--- config.mk ---
export PLATFORM = sky130hd
export DESIGN_NAME = serial_bank_register_mapper
export DESIGN_NICKNAME = d
export VERILOG_FILES = /design/src/rtl/core/sbrm_pkg.sv /design/src/rtl/core/sbrm_loader.sv /design/src/rtl/core/sbrm_translate.sv /design/src/rtl/core/serial_bank_register_mapper.sv
export SDC_FILE = /design/constraint.sdc
export NUM_CORES = 1
export LEC_CHECK = 0
export ABC_AREA = 1
export BUFFER_PORTS_ARGS = -buffer_cell sky130_fd_sc_hd__buf_2
export CORE_AREA = 2 2 84 86
export CTS_BUF_LIST = sky130_fd_sc_hd__clkbuf_8 sky130_fd_sc_hd__clkbuf_16
export CTS_CLUSTER_SIZE = 10
export DETAILED_ROUTE_END_ITERATION = 12
export DIE_AREA = 0 0 86 88
export HOLD_SLACK_MARGIN = 0.1
export PLACE_DENSITY_LB_ADDON = 0.1
export REMOVE_ABC_BUFFERS = 1
export SLEW_MARGIN = 0
export SYNTH_ARGS = -nofsm -noshare
export SYNTH_HDL_FRONTEND = slang
export SYNTH_SLANG_ARGS = --single-unit
--- constraint.sdc ---
create_clock -name clk -period 2.1 [get_ports clk]
set_input_delay 0.105 -clock clk [delete_from_list [all_inputs] [get_ports clk]]
set_output_delay 0.105 -clock clk [all_outputs]
set_load 0.05 [all_outputs]
--- src/rtl/core/sbrm_pkg.sv ---
// Shared types and constants of the serial bank register mapper.
package sbrm_pkg;

  localparam logic [4:0] CONTROL_RESET = 5'h0C;
  localparam logic [4:0] PRG_MODE_FORCE = 5'h0C;
  localparam logic [7:0] BANKS_RESET = 8'd16;
  localparam logic [2:0] LOAD_LENGTH = 3'd5;

  localparam logic [1:0] QTR_CONTROL = 2'd0;
  localparam logic [1:0] QTR_CHR_LOW = 2'd1;
  localparam logic [1:0] QTR_CHR_HIGH = 2'd2;
  localparam logic [1:0] QTR_PRG = 2'd3;

  localparam logic [1:0] MIRROR_ONE_LOW = 2'd0;
  localparam logic [1:0] MIRROR_ONE_HIGH = 2'd1;
  localparam logic [1:0] MIRROR_VERTICAL = 2'd2;
  localparam logic [1:0] MIRROR_HORIZONTAL = 2'd3;

  localparam logic [1:0] PRG_MODE_32K_A = 2'd0;
  localparam logic [1:0] PRG_MODE_32K_B = 2'd1;
  localparam logic [1:0] PRG_MODE_FIX_FIRST = 2'd2;
  localparam logic [1:0] PRG_MODE_FIX_LAST = 2'd3;

  localparam logic CMD_WRITE = 1'b1;

  typedef struct packed {
    logic [4:0] control_word;
    logic [4:0] chr_select_low;
    logic [4:0] chr_select_high;
    logic [4:0] prg_select;
  } bank_regs_t;

endpackage

--- src/rtl/core/sbrm_loader.sv ---
// Serial loader and bank registers, with the state as it stands after the current item.
module sbrm_loader (
  input  logic                clk,
  input  logic                rst,
  input  logic                commit,
  input  logic                command,
  input  logic [15:0]         bus_address,
  input  logic [7:0]          write_data,
  output sbrm_pkg::bank_regs_t regs_next
);
  import sbrm_pkg::*;

  logic [4:0] load_shift;
  logic [2:0] load_count;
  bank_regs_t regs;
  logic [4:0] load_shift_next;
  logic [2:0] load_count_next;
  logic [4:0] shifted;
  logic [2:0] count_inc;

  always_comb begin
    regs_next = regs;
    load_shift_next = load_shift;
    load_count_next = load_count;
    shifted = {write_data[0], load_shift[4:1]};
    count_inc = load_count + 3'd1;
    if (command == CMD_WRITE && bus_address[15]) begin
      if (write_data[7]) begin
        load_shift_next = '0;
        load_count_next = '0;
        regs_next.control_word = regs.control_word | PRG_MODE_FORCE;
      end else if (count_inc >= LOAD_LENGTH) begin
        load_shift_next = '0;
        load_count_next = '0;
        case (bus_address[14:13])
          QTR_CONTROL:  regs_next.control_word = shifted;
          QTR_CHR_LOW:  regs_next.chr_select_low = shifted;
          QTR_CHR_HIGH: regs_next.chr_select_high = shifted;
          default:      regs_next.prg_select = shifted;
        endcase
      end else begin
        load_shift_next = shifted;
        load_count_next = count_inc;
      end
    end
  end

  always_ff @(posedge clk) begin
    if (rst) begin
      load_shift <= '0;
      load_count <= '0;
      regs.control_word <= CONTROL_RESET;
      regs.chr_select_low <= '0;
      regs.chr_select_high <= '0;
      regs.prg_select <= '0;
    end else if (commit) begin
      load_shift <= load_shift_next;
      load_count <= load_count_next;
      regs <= regs_next;
    end
  end

endmodule

--- src/rtl/core/sbrm_translate.sv ---
// Address translation for CHR, nametable, PRG RAM and PRG ROM windows; other addresses below 0x6000 pass through.
module sbrm_translate (
  input  logic                 [15:0] bus_address,
  input  sbrm_pkg::bank_regs_t        regs,
  input  logic                 [7:0]  prg_rom_banks,
  output logic                 [21:0] bank_offset
);
  import sbrm_pkg::*;

  logic [15:0] a;
  logic [1:0]  prg_mode;
  logic [7:0]  last_bank;

  assign a = bus_address;
  assign prg_mode = regs.control_word[3:2];
  assign last_bank = prg_rom_banks - 8'd1;

  always_comb begin
    bank_offset = '0;
    if (a < 16'h2000) begin
      if (regs.control_word[4]) begin
        if (!a[12]) begin
          bank_offset = {5'd0, regs.chr_select_low, a[11:0]};
        end else begin
          bank_offset = {5'd0, regs.chr_select_high, a[11:0]};
        end
      end else begin
        bank_offset = {5'd0, regs.chr_select_low[4:1], a[12:0]};
      end
    end else if (a < 16'h3F00) begin
      case (regs.control_word[1:0])
        MIRROR_ONE_LOW:  bank_offset = {12'd0, a[9:0]};
        MIRROR_ONE_HIGH: bank_offset = {11'd0, 1'b1, a[9:0]};
        MIRROR_VERTICAL: bank_offset = {11'd0, a[10:0]};
        default:         bank_offset = {11'd0, a[11], a[9:0]};
      endcase
    end else if (a < 16'h6000) begin
      bank_offset = {6'd0, a};
    end else if (!a[15]) begin
      bank_offset = {9'd0, a[12:0]};
    end else begin
      case (prg_mode)
        PRG_MODE_32K_A, PRG_MODE_32K_B: begin
          bank_offset = {4'd0, regs.prg_select[3:1], a[14:0]};
        end
        PRG_MODE_FIX_FIRST: begin
          if (!a[14]) begin
            bank_offset = {8'd0, a[13:0]};
          end else begin
            bank_offset = {4'd0, regs.prg_select[3:0], a[13:0]};
          end
        end
        default: begin
          if (!a[14]) begin
            bank_offset = {4'd0, regs.prg_select[3:0], a[13:0]};
          end else begin
            bank_offset = {last_bank, a[13:0]};
          end
        end
      endcase
    end
  end

endmodule

--- src/rtl/core/serial_bank_register_mapper.sv ---
// Top level of the serial bank register mapper: input stage, loader, translation, result stage.
// An accepted item is registered into the input stage, then into the result stage.
// Throughput: one item per cycle unless stalled; loader and translation share one stage.
// The input stage stalls only while a finished result waits and the output is stalled.
// Reset is synchronous: loader clear, control word 0x0C, bank registers zero, 16 PRG banks.
module serial_bank_register_mapper (
  input  logic        clk,
  input  logic        rst,
  input  logic        config_write,
  input  logic [7:0]  config_data,
  input  logic        in_valid,
  output logic        in_stall,
  input  logic        command,
  input  logic [15:0] bus_address,
  input  logic [7:0]  write_data,
  output logic        out_valid,
  input  logic        out_stall,
  output logic [21:0] bank_offset
);
  import sbrm_pkg::*;

  logic        s1_valid;
  logic        s1_command;
  logic [15:0] s1_address;
  logic [7:0]  s1_data;
  logic [7:0]  prg_rom_banks;
  logic        accept;
  logic        advance;
  bank_regs_t  regs_next;
  logic [21:0] mapped_next;

  assign in_stall = s1_valid && out_valid && out_stall;
  assign accept = in_valid && !in_stall;
  assign advance = s1_valid && !(out_valid && out_stall);

  always_ff @(posedge clk) begin
    if (rst) begin
      s1_valid <= 1'b0;
      out_valid <= 1'b0;
      prg_rom_banks <= BANKS_RESET;
    end else begin
      if (config_write) begin
        prg_rom_banks <= config_data;
      end
      if (accept) begin
        s1_valid <= 1'b1;
      end else if (advance) begin
        s1_valid <= 1'b0;
      end
      if (advance) begin
        out_valid <= 1'b1;
      end else if (!out_stall) begin
        out_valid <= 1'b0;
      end
    end
  end

  always_ff @(posedge clk) begin
    if (accept) begin
      s1_command <= command;
      s1_address <= bus_address;
      s1_data <= write_data;
    end
    if (advance) begin
      bank_offset <= mapped_next;
    end
  end

  sbrm_loader u_loader (
    .clk         (clk),
    .rst         (rst),
    .commit      (advance),
    .command     (s1_command),
    .bus_address (s1_address),
    .write_data  (s1_data),
    .regs_next   (regs_next)
  );

  sbrm_translate u_translate (
    .bus_address   (s1_address),
    .regs          (regs_next),
    .prg_rom_banks (prg_rom_banks),
    .bank_offset   (mapped_next)
  );

endmodule
==> key figures, run 1 <==
Outcome
  – Status: complete, no violations

Logic synthesis
  – Cells taking the most area after synthesis: edfxtp_1, dfxtp_1, nand2_1, inv_1, nor2_1
  – Cell with the most instances after synthesis: nand2_1
  – Cell accounting for the most synthesized area: edfxtp_1
  – Most frequently used flop master after synthesis: edfxtp_1
  – Count of different cell masters after synthesis: 39
  – Share of the synthesized area in the top cell type: 34.2%
  – Fraction of the yosys area taken by sequential cells: 54.3%
  – Synth Register Bits: 77
  – Number of standard cells after synthesis: 384
  – Average cell area after synthesis: 9.36 sq um
  – Yosys Warn Count: 0
  – EDFF count, synth: 41
  – Commonest cells in the netlist: nand2_1, inv_1, edfxtp_1
  – Post-Synthesis Cell Area: 3600 sq um
  – Async SR Flop Fraction: 0%

Detailed routing
  – Detailed-route via count: 2858
  – Number of vias per cell: 5.02
  – Iteration count of the initial detailed-routing pass: 4
  – Remaining number of nets flagged by the antenna check after routing: 0
  – Average wire per standard cell: 13.3 um
  – Drt first-iter violations: 159
  – Post-detailed-route DRC marker count: 0
  – Wire length reported by the detailed router: 7.59 mm

CTS
  – TritonCTS Buffers: 9
  – Number of buffers between clock root and the deepest sink: 2
  – Number of sinks on the clock net: 77
  – TritonCTS clock tree: built
  – Number of H-tree branching levels: 3
  – Root buffer cell: clkbuf_8
  – Reg clk slew, reported paths: 80 ps
  – Worst skew pair latency: 360 ps

STA
  – Unrepaired setup endpoints after global routing: no
  – Time the worst path needs with I/O delays and setup: 1920 ps
  – Final Hold Violating Endpoints: 0
  – Final worst clock skew: 17.7 ps
  – Post-route clock period utilization: 91.4%
  – Setup violations, final: 0
  – Worst max-slew margin expressed relative to the limit: 71.7%
  – Final slew viol count: 0
  – Tightest hold margin: 168 ps
  – Timing-limited maximum frequency: 0.521 GHz
  – Worst Tran Pin Value: 425 ps

Floorplan
  – Height of the chip: 88 um
  – Top-Level Pins: 62
  – Initial Util: 54.1%
  – X dimension of the die: 86 um
  – Die outline area: 7570 sq um
  – Core area: 6640 sq um
  – FP Rows: 30

Global routing
  – Via count of the first global-routing pass: 2753
  – Met1 layer usage reported by global route: 27.5%
  – Gr ovfl total: 0
  – Largest net degree at the start of global routing: 32
  – First-pass GRT wire length: 12.6 mm
  – Met2 track utilization from global routing: 36.6%
  – Aggregate global-route resource usage: 21.9%
  – Global route hottest layer: met2
  – Antenna violations before repair: 0
  – Met3 Usage GRT: 5.47%

Place
  – RePlAce Congestion: 0.872
  – Count of buffers inserted at the top-level ports: 55
  – Count of placed standard cells including taps: 519
  – HPWL Detailed: 4.86 mm

Pwr
  – Ratio of total power to cell area: 722 nW/um^2
  – Maximum VDD drop: 0.538 mV
  – Total power: 0.00328 W
  – Standby leakage power: 2.06 nW

Critical path
  – Crit Path Max Fanout: 7
  – Highest-delay cell along the critical path: dfxtp_4
  – Endpoint arrival time on the critical path: 2030 ps
  – Startpoint Class: flop
  – Length in cells of the worst reg-to-reg path: 13
  – Setup CP Type: flop to flop
  – Dominant delay contributor by cell family on the critical path: simple AND/OR/NAND/NOR gates
  – List of cells traversed by the critical path: inv_1 -> ha_4 -> inv_2 -> nand3_4 -> nand2_4 -> inv_6 -> nand2_4 -> nor2_8 -> nand2_1 -> o21ai_0 -> nand2_1 -> nand3_1 -> nand2_1
  – Largest incremental delay on the critical path: 370 ps
  – Required time of the worst setup path: 2210 ps
  – Capturing point of the worst reg2reg path: bank_offset[14]$_DFFE_PP_
  – Buffer and inverter count on the worst path: 3
  – Type of destination of the critical path: flop
  – Minimum setup slack among reg-to-reg paths: 180 ps
  – Startpoint of the worst-slack reg-to-reg timing path: u_loader.load_count[0]$_SDFFE_PP0P_
  – Most frequent cell on the critical path: nand2_1

Worst hold path
  – Tightest Hold Check Type: input port to flop
  – End point of the most critical hold path: u_loader.load_shift[1]$_SDFFE_PP0P_
  – Cell count of the worst hold path: 2
  – Min-Delay Startpoint: rst

Cells and area
  – Number of fillers in the final layout: 539
  – Layout cell share with drive strength beyond 1: 27.0%
  – Post-synthesis to final-layout area growth: 26.4%
  – Final Instance Count excl. Fillers: 569
  – Antenna fix cells: 0
  – Number of nets in the finished design: 525

Flow run
  – Number of max-capacitance violations reported: 0
## area by class of cell
cell class                 count  area (sq um)  share of cell area [%]
inverter                      66           263                    5.78
clock buffer                   9           124                    2.73
timing repair buffer          98           681                    15.0
tap                           80           100                    2.20
clock inverter                 7          63.8                    1.40
multi-input combinational    232          1360                    29.9
sequential                    77          1960                    43.0
## worst max-delay path by stage
stage | start | end | slack, ps | cells past startpoint
6_report | u_loader.load_count[0]$_SDFFE_PP0P_ | bank_offset[14]$_DFFE_PP_ | 180 | 13
3_5_place_dp | u_loader.load_count[0]$_SDFFE_PP0P_ | bank_offset[12]$_DFFE_PP_ | -3 | 14
5_1_grt | u_loader.load_count[1]$_SDFFE_PP0P_ | bank_offset[14]$_DFFE_PP_ | 10 | 13
4_1_cts | u_loader.load_count[0]$_SDFFE_PP0P_ | bank_offset[12]$_DFFE_PP_ | 30 | 14
3_3_place_gp | u_loader.load_count[0]$_SDFFE_PP0P_ | bank_offset[16]$_DFFE_PP_ | 80 | 14
2_1_floorplan | out_valid$_SDFFE_PP0P_ | u_loader.load_count[1]$_SDFFE_PP0P_ | -1700 | 7
## cell families after synthesis
family | after synthesis | synth area share (%)
AO/OA/AOI/OAI | 72 | 12.5
AND/OR/NAND/NOR | 152 | 22.2
flip-flops | 77 | 54.3
adder cells (fa/ha/maj) | 3 | 1.04
buffers and inverters | 75 | 8.80
XOR/XNOR | 5 | 1.22
## metal layers
layer | part of all wire, % | wire length [um]
met3 | 4.3 | 329
met2 | 50 | 3800
met1 | 45 | 3400
met4 | 0.78 | 59
met5 | 0 | 0
## metrics by stage
stage	utilization (%)	cell area, sq um	setup WS (ps)	TNS [ps]
floorplan	-	3540	-1700	-58800
global placement	60.1	3990	81.1	0
detailed placement	60.1	3990	-3.27	-3.27
CTS	68.0	4520	27.4	0
global route	68.4	4540	11.5	0
finish	68.4	4540	180	0
## worst reg2reg max path, delay by kind of cell, from the launching register on
kind,cells,cell delay [ps]
compound gates,1,100
simple gates,8,730
flops,1,370
fa+ha+maj,1,280
buf+inv,3,200
## state kept, by name, indices dropped and copies added (netlist names)
| name | flops |
|---|---|
| prg_rom_banks | 8 |
| s1_data | 2 |
| s1_command | 1 |
| s1_address | 16 |
| out_valid | 1 |
| u_loader.load_shift | 4 |
| bank_offset | 22 |
| u_loader.load_count | 3 |
| s1_valid | 1 |
| u_loader.regs | 19 |
## report_power, final
part           leakage, nW  switching [W]  internal, W  total, W
combinational         1.27       0.000299     0.000180  0.000479
clock               0.0907       0.000619     0.000458   0.00108
sequential           0.693      0.0000464      0.00168   0.00172
## layout by cell type (no fill, tap or decap), drive strengths merged
| cell | netlist | routed |
|---|---|---|
| nand3 | 18 | 18 |
| nor3 | 1 | 1 |
| a31oi | 1 | 1 |
| buf | 6 | 65 |
| nor4 | 1 | 1 |
| o21ai | 36 | 36 |
| dlygate4sd3 | 0 | 33 |
| clkinvlp | 0 | 2 |
| dfxtp | 36 | 36 |
| clkbuf | 3 | 9 |
| a21oi | 18 | 18 |
| o211ai | 12 | 12 |
| nand4 | 7 | 7 |
| nand2 | 86 | 86 |
| inv | 62 | 67 |
| clkinv | 4 | 4 |
| a32oi | 4 | 4 |
| edfxtp | 41 | 41 |
| a211oi | 1 | 1 |
| or2 | 2 | 2 |
| nor2 | 37 | 37 |
| ha | 3 | 3 |
| xor2 | 5 | 5 |
## timing repair
| action | in CTS | in global routing |
|---|---|---|
| hold buffers | 33 | 0 |
| pin swaps | 1 | 1 |
| endpoints found under the hold margin | 29 | 0 |
| buffers inserted | 1 | 0 |
| resized for setup | 0 | 8 |
| setup endpoints to repair | 2 | 9 |
Note: power is estimated with default switching activity, not from simulation.
==> inputs of run 2 (changes only) <==
Settings changed: CTS_CLUSTER_SIZE 10 to not set, RECOVER_POWER set to 50.
==> key figures, run 2 (synthesis results as in run 1) <==
Outcome
  – Status: complete, no violations (unchanged)

STA
  – Time the worst path needs with I/O delays and setup: 1920 ps (about the same)
  – Timing-limited maximum frequency: 0.521 GHz (about the same)
  – Final worst clock skew: 13.9 ps (was 17.7 ps)
  – Final sum of negative setup slack: 0 ps (unchanged)
  – Final Hold Violating Endpoints: 0 (unchanged)
  – Unrepaired setup endpoints after global routing: no (unchanged)
  – Worst max-slew margin expressed relative to the limit: 33.9% (was 71.7%)
  – Post-route clock period utilization: 91.5% (was 91.4%)
  – Final slew viol count: 0 (unchanged)
  – Worst Tran Pin Value: 991 ps (was 425 ps)
  – Tightest hold margin: 197 ps (was 168 ps)
  – Setup violations, final: 0 (unchanged)

Detailed routing
  – Number of vias per cell: 4.98 (was 5.02)
  – Average wire per standard cell: 13.3 um (about the same)
  – Detailed-route via count: 2831 (was 2858)
  – Remaining number of nets flagged by the antenna check after routing: 0 (unchanged)
  – Drt first-iter violations: 172 (was 159)
  – Wire length reported by the detailed router: 7.54 mm (was 7.59 mm)
  – Post-detailed-route DRC marker count: 0 (unchanged)
  – Iteration count of the initial detailed-routing pass: 4 (unchanged)

Floorplan
  – Initial Util: 54.1% (unchanged)
  – Core area: 6640 sq um (unchanged)
  – Top-Level Pins: 62 (unchanged)
  – Height of the chip: 88 um (unchanged)
  – FP Rows: 30 (unchanged)
  – X dimension of the die: 86 um (unchanged)
  – Die outline area: 7570 sq um (unchanged)

Pwr
  – Clock network power share: 32.9% (was 32.8%)
  – Switching Share: 29.4% (about the same)
  – Switch Pwr: 0.000961 W (was 0.000965 W)
  – Standby leakage power: 1.98 nW (was 2.06 nW)
  – Ratio of total power to cell area: 726 nW/um^2 (was 722 nW/um^2)
  – Comb pwr share: 14.4% (was 14.6%)
  – Maximum VDD drop: 0.536 mV (was 0.538 mV)
  – Part of the power in registers: 52.8% (was 52.5%)
  – Cell-internal power: 0.00231 W (about the same)

CTS
  – TritonCTS clock tree: built (unchanged)
  – Root buffer cell: clkbuf_8 (unchanged)
  – TritonCTS Buffers: 9 (unchanged)
  – Number of buffers between clock root and the deepest sink: 2 (unchanged)
  – Reg clk slew, reported paths: 90 ps (was 80 ps)
  – Worst skew pair latency: 360 ps (about the same)
  – Number of sinks on the clock net: 77 (unchanged)
  – Number of H-tree branching levels: 3 (unchanged)

Global routing
  – Via count of the first global-routing pass: 2753 (unchanged)
  – Antenna violations before repair: 0 (unchanged)
  – Gr ovfl total: 0 (unchanged)
  – Largest net degree at the start of global routing: 32 (unchanged)
  – Aggregate global-route resource usage: 21.9% (unchanged)
  – First-pass GRT wire length: 12.6 mm (unchanged)

Cells and area
  – Post-synthesis to final-layout area growth: 25.2% (was 26.4%)
  – Largest registers: bank_offset: 22 flops, u_loader.regs: 19 flops, s1_address: 16 flops (unchanged)
  – Most used cells in the layout excluding fill and tap cells: nand2_1, inv_1, edfxtp_1 (was nand2_1, buf_2, inv_1)
  – Final instance area: 4500 sq um (was 4540 sq um)
  – Antenna fix cells: 0 (unchanged)
  – Most frequent standard cell in the layout excluding fill and tap cells: nand2_1 (unchanged)
  – Layout cell share with drive strength beyond 1: 21.7% (was 27.0%)
  – Most flop-heavy register: bank_offset (unchanged)
  – Number of nets in the finished design: 525 (unchanged)
  – Max FFs per register: 22 (unchanged)
  – Final Instance Count excl. Fillers: 569 (unchanged)

Place
  – Placement-stage cell area: 3990 sq um (unchanged)
  – Count of placed standard cells including taps: 519 (unchanged)
  – RePlAce Congestion: 0.872 (unchanged)
  – Count of buffers inserted at the top-level ports: 55 (unchanged)
  – HPWL Detailed: 4.86 mm (unchanged)

Critical path
  – Most frequent cell on the critical path: nand2_1 (unchanged)
  – Required time of the worst setup path: 2210 ps (about the same)
  – Dominant delay contributor by cell family on the critical path: simple AND/OR/NAND/NOR gates (unchanged)
  – Startpoint Class: flop (unchanged)
  – List of cells traversed by the critical path: inv_1 -> ha_4 -> inv_2 -> nand3_4 -> nand2_4 -> inv_6 -> nand2_4 -> nor2_8 -> nand2_1 -> o21ai_0 -> nand2_1 -> nand3_1 -> nand2_1 (unchanged)
  – Buffer and inverter count on the worst path: 3 (unchanged)
  – Endpoint arrival time on the critical path: 2030 ps (about the same)
  – Largest incremental delay on the critical path: 370 ps (about the same)
  – Highest-delay cell along the critical path: dfxtp_4 (unchanged)
  – Type of destination of the critical path: flop (unchanged)
  – Setup CP Type: flop to flop (unchanged)
  – Crit Path Max Fanout: 7 (unchanged)

Flow run
  – Number of max-capacitance violations reported: 0 (unchanged)

Worst hold path
  – Tightest Hold Check Type: input port to flop (unchanged)
run 2: cell count changes in the layout (fill, tap and decap cells not counted):
cell,previous run,this run
buf_2,55,31
buf_4,10,8
clkbuf_1,0,25
clkbuf_2,0,1
nor2_1,32,33
nor2_4,2,1
run 2: worst reg2reg max path: stages, from the launching register on:
cell	delay, ps
dfxtp_4	370
inv_1	80
ha_4	280
inv_2	40
nand3_4	100
nand2_4	80
inv_6	80
nand2_4	80
nor2_8	180
nand2_1	60
o21ai_0	100
nand2_1	70
nand3_1	100
nand2_1	60
run 2: power by group through the flow:
stage	Combinational (W)	Sequential, W	Clock [W]
5_1_grt	0.000524	0.00173	0.00116
2_1_floorplan	0.000229	0.00183	0
6_report	0.000469	0.00172	0.00107
3_5_place_dp	0.000426	0.00176	0
4_1_cts	0.000477	0.00172	0.00110
3_3_place_gp	0.000416	0.00176	0
run 2: metal layers:
| metal | wire length [um] | share of wire, % | vias up | GRT usage [%] |
|---|---|---|---|---|
| met5 | 0 | 0 | - | 0 |
| met4 | 69 | 0.91 | 0 | 8.37 |
| met3 | 359 | 4.8 | 6 | 5.47 |
| met2 | 3800 | 50 | 59 | 36.6 |
| met1 | 3320 | 44 | 1298 | 27.5 |
| li1 | - | - | 1468 | - |
run 2: what timing repair did:
item	in CTS	in global routing
hold buffers	33	0
pin swaps	1	1
setup buffers	1	0
endpoints found under the hold margin	29	0
gates resized for setup	0	8
setup endpoints to repair	2	9
run 2: path summary, 6_finish.rpt:
kind	from	end	slack, ps	cells past startpoint
setup / recovery	u_loader.load_count[0]$_SDFFE_PP0P_	bank_offset[14]$_DFFE_PP_	180	13
hold reg to reg	s1_address[5]$_DFFE_PP_	bank_offset[5]$_DFFE_PP_	430	0
setup reg to reg	u_loader.load_count[0]$_SDFFE_PP0P_	bank_offset[14]$_DFFE_PP_	180	13
hold / removal	config_write	prg_rom_banks[3]$_SDFFE_PP0P_	200	3
run 2: stage by stage:
stage / power (W) / utilization [%] / setup WS (ps)
finish: 0.00327 / 67.7 / 179
global route: 0.00342 / 67.7 / 11.5
CTS: 0.00330 / 68.0 / 27.4
detailed placement: 0.00218 / 60.1 / -3.27
global placement: 0.00217 / 60.1 / 81.1
floorplan: 0.00206 / - / -1700
run 2: cell type report:
class,instances,area (sq um)
Tap cell,80,100
Timing Repair Buffer,98,644
Inverter,66,263
Sequential cell,77,1960
Clock inverter,7,63.8
Multi-Input combinational cell,232,1350
Fill cell,554,2140
Clock buffer,9,124
==> inputs of run 3 (changes only) <==
Clock period 2.1 ns to 1.8 ns, I/O delays scaled along.
==> key figures, run 3 (synthesis results as in run 1) <==
STA
  – Tightest hold margin: 224 ps (was 197 ps)
  – Setup violations, final: 8 (was 0)
  – Final Hold Violating Endpoints: 0 (unchanged)
  – Worst Tran Pin Value: 1010 ps (was 991 ps)
  – Final worst clock skew: 10.6 ps (was 13.9 ps)
  – Unrepaired setup endpoints after global routing: yes (was no)
  – Post-route clock period utilization: 103% (was 91.5%)
  – Timing-limited maximum frequency: 0.538 GHz (was 0.521 GHz)
  – Time the worst path needs with I/O delays and setup: 1860 ps (was 1920 ps)
  – Final slew viol count: 0 (unchanged)
  – Final worst slack: -57.4 ps (was 179 ps)
  – Worst max-slew margin expressed relative to the limit: 32.5% (was 33.9%)

CTS
  – Root buffer cell: clkbuf_8 (unchanged)
  – Worst skew pair latency: 360 ps (about the same)
  – Number of sinks on the clock net: 77 (unchanged)
  – Reg clk slew, reported paths: 90 ps (about the same)
  – Number of buffers between clock root and the deepest sink: 2 (unchanged)
  – TritonCTS clock tree: built (unchanged)
  – Number of H-tree branching levels: 3 (unchanged)
  – TritonCTS Buffers: 9 (unchanged)

Cells and area
  – Post-synthesis to final-layout area growth: 31.7% (was 25.2%)
  – Largest registers: bank_offset: 22 flops, u_loader.regs: 19 flops, s1_address: 16 flops (unchanged)
  – Most used cells in the layout excluding fill and tap cells: nand2_1, inv_1, edfxtp_1 (unchanged)
  – Layout cell share with drive strength beyond 1: 27.0% (was 21.7%)
  – Number of fillers in the final layout: 539 (was 554)
  – Number of nets in the finished design: 544 (was 525)
  – Most flop-heavy register: bank_offset (unchanged)
  – Most frequent standard cell in the layout excluding fill and tap cells: nand2_1 (unchanged)
  – Max FFs per register: 22 (unchanged)
  – Antenna fix cells: 0 (unchanged)
  – Final instance area: 4730 sq um (was 4500 sq um)

Critical path
  – Startpoint Class: flop (unchanged)
  – Capturing point of the worst reg2reg path: bank_offset[16]$_DFFE_PP_ (was bank_offset[14]$_DFFE_PP_)
  – Length in cells of the worst reg-to-reg path: 14 (was 13)
  – Stages on worst setup path: 14 (was 13)
  – Endpoint arrival time on the critical path: 1980 ps (was 2030 ps)
  – Crit path from: u_loader.load_count[0]$_SDFFE_PP0P_ (unchanged)
  – Minimum setup slack among reg-to-reg paths: -60 ps (was 180 ps)
  – Buffer and inverter count on the worst path: 4 (was 3)
  – Most frequent cell on the critical path: nand2_4 (was nand2_1)
  – Highest-delay cell along the critical path: dfxtp_2 (was dfxtp_4)
  – Type of destination of the critical path: flop (unchanged)
  – Dominant delay contributor by cell family on the critical path: simple AND/OR/NAND/NOR gates (unchanged)
  – List of cells traversed by the critical path: inv_2 -> ha_4 -> inv_4 -> nand3_4 -> nand2_4 -> inv_8 -> nand3_4 -> nand2_4 -> nand2_4 -> nand2_4 -> buf_6 -> nand2_1 -> nand3_1 -> nand2_1 (was inv_1 -> ha_4 -> inv_2 -> nand3_4 -> nand2_4 -> inv_6 -> nand2_4 -> nor2_8 -> nand2_1 -> o21ai_0 -> nand2_1 -> nand3_1 -> nand2_1)
  – Setup CP Type: flop to flop (unchanged)
  – Startpoint of the worst-slack reg-to-reg timing path: u_loader.load_count[0]$_SDFFE_PP0P_ (unchanged)
  – Capture point of the critical path: bank_offset[16]$_DFFE_PP_ (was bank_offset[14]$_DFFE_PP_)
  – Largest incremental delay on the critical path: 360 ps (was 370 ps)
  – Crit Path Max Fanout: 5 (was 7)
  – Required time of the worst setup path: 1920 ps (was 2210 ps)

Pwr
  – Standby leakage power: 2.08 nW (was 1.98 nW)
  – Switch Pwr: 0.00115 W (was 0.000961 W)
  – Part of the power in registers: 51.9% (was 52.8%)
  – Clock network power share: 32.5% (was 32.9%)
  – Ratio of total power to cell area: 818 nW/um^2 (was 726 nW/um^2)
  – Comb pwr share: 15.6% (was 14.4%)
  – Total power: 0.00387 W (was 0.00327 W)
  – Switching Share: 29.6% (was 29.4%)
  – Maximum VDD drop: 0.543 mV (was 0.536 mV)
  – Cell-internal power: 0.00272 W (was 0.00231 W)

Floorplan
  – Initial Util: 54.1% (unchanged)
  – Die outline area: 7570 sq um (unchanged)
  – Height of the chip: 88 um (unchanged)
  – FP Rows: 30 (unchanged)
  – X dimension of the die: 86 um (unchanged)
  – Top-Level Pins: 62 (unchanged)
  – Core area: 6640 sq um (unchanged)

Outcome
  – Failing checks: negative setup slack
  – Status: complete, but fails checks (was complete, no violations)

Place
  – RePlAce Congestion: 0.857 (was 0.872)
  – Placement-stage cell area: 4150 sq um (was 3990 sq um)
  – Count of buffers inserted at the top-level ports: 55 (unchanged)
  – Setup Slack @ Placement: -262 ps (was -3.27 ps)
  – HPWL Detailed: 5.20 mm (was 4.86 mm)

Detailed routing
  – Average wire per standard cell: 13.4 um (was 13.3 um)
  – Detailed-route via count: 2960 (was 2831)
  – Iteration count of the initial detailed-routing pass: 4 (unchanged)
  – Wire length reported by the detailed router: 7.87 mm (was 7.54 mm)
  – Number of vias per cell: 5.03 (was 4.98)
  – Remaining number of nets flagged by the antenna check after routing: 0 (unchanged)
  – Drt first-iter violations: 163 (was 172)
  – Post-detailed-route DRC marker count: 0 (unchanged)

Global routing
  – Via count of the first global-routing pass: 2869 (was 2753)
  – Largest net degree at the start of global routing: 30 (was 32)
  – First-pass GRT wire length: 13.0 mm (was 12.6 mm)
  – Aggregate global-route resource usage: 22.5% (was 21.9%)
  – Antenna violations before repair: 0 (unchanged)
  – Gr ovfl total: 0 (unchanged)

Worst hold path
  – Tightest Hold Check Type: input port to flop (unchanged)
  – Cell count of the worst hold path: 3 (unchanged)
  – Min-Delay Startpoint: config_write (unchanged)

Flow run
  – Number of max-capacitance violations reported: 0 (unchanged)
## run 3: cell types whose count changed in the layout (fill, tap and decap cells not counted), sizes merged
cell / before / now
clkbuf: 35 / 37
buf: 39 / 57
dlygate4sd3: 33 / 32
## run 3: timing repair
item / CTS / global route
endpoints found under the setup margin: 24 / 16
hold buffers: 33 / 0
hold endpoints to repair: 29 / 0
setup buffers: 2 / 0
gates resized for setup: 15 / 19
pin swaps: 2 / 8
## run 3: layout make-up
class | count | area [sq um] | area share (%)
Sequential cell | 77 | 1950 | 41.3
Multi-Input combinational cell | 232 | 1420 | 30.1
Timing Repair Buffer | 117 | 798 | 16.9
Inverter | 66 | 270 | 5.71
Clock buffer | 9 | 124 | 2.62
Tap cell | 80 | 100 | 2.11
Clock inverter | 7 | 63.8 | 1.35
## run 3: how the worst min path moves through the flow
stage | endpoint | slack [ps]
3_3_place_gp | s1_address[1]$_DFFE_PP_ | 270
6_report | prg_rom_banks[5]$_SDFFE_PP0P_ | 220
3_5_place_dp | s1_address[12]$_DFFE_PP_ | 270
2_1_floorplan | out_valid$_SDFFE_PP0P_ | 160
4_1_cts | u_loader.load_shift[3]$_SDFFE_PP0P_ | 130
5_1_grt | prg_rom_banks[3]$_SDFFE_PP0P_ | 250
## run 3: power groups by stage
stage	combinational (W)	clock (W)	sequential, W
2_1_floorplan	0.000267	0	0.00213
3_3_place_gp	0.000529	0	0.00205
3_5_place_dp	0.000538	0	0.00205
4_1_cts	0.000605	0.00128	0.00201
5_1_grt	0.000668	0.00136	0.00202
6_report	0.000605	0.00126	0.00201
## run 3: metrics by stage
| stage | TNS [ps] | cells | util, % |
|---|---|---|---|
| after floorplan | -79250 | 375 | - |
| after detailed placement | -1680 | 538 | 62.4 |
| after CTS | -148 | 589 | 71.3 |
| after global routing | -1540 | 588 | 71.3 |
| final | -241 | 588 | 71.3 |
| after global placement | -736 | 538 | 62.4 |
## run 3: routing by layer
layer / routed length (um) / up-vias / global-route usage [%] / part of all wire (%)
met2: 3960 / 79 / 39.0 / 50
li1: - / 1506 / - / -
met3: 403 / 7 / 5.47 / 5.1
met5: 0 / - / 0 / 0
met4: 102 / 0 / 7.07 / 1.3
met1: 3400 / 1368 / 27.8 / 43
## run 3: tightest hold or removal path: stages
cell     delay (ps)
buf_2           130
inv_1           170
a21oi_1         160
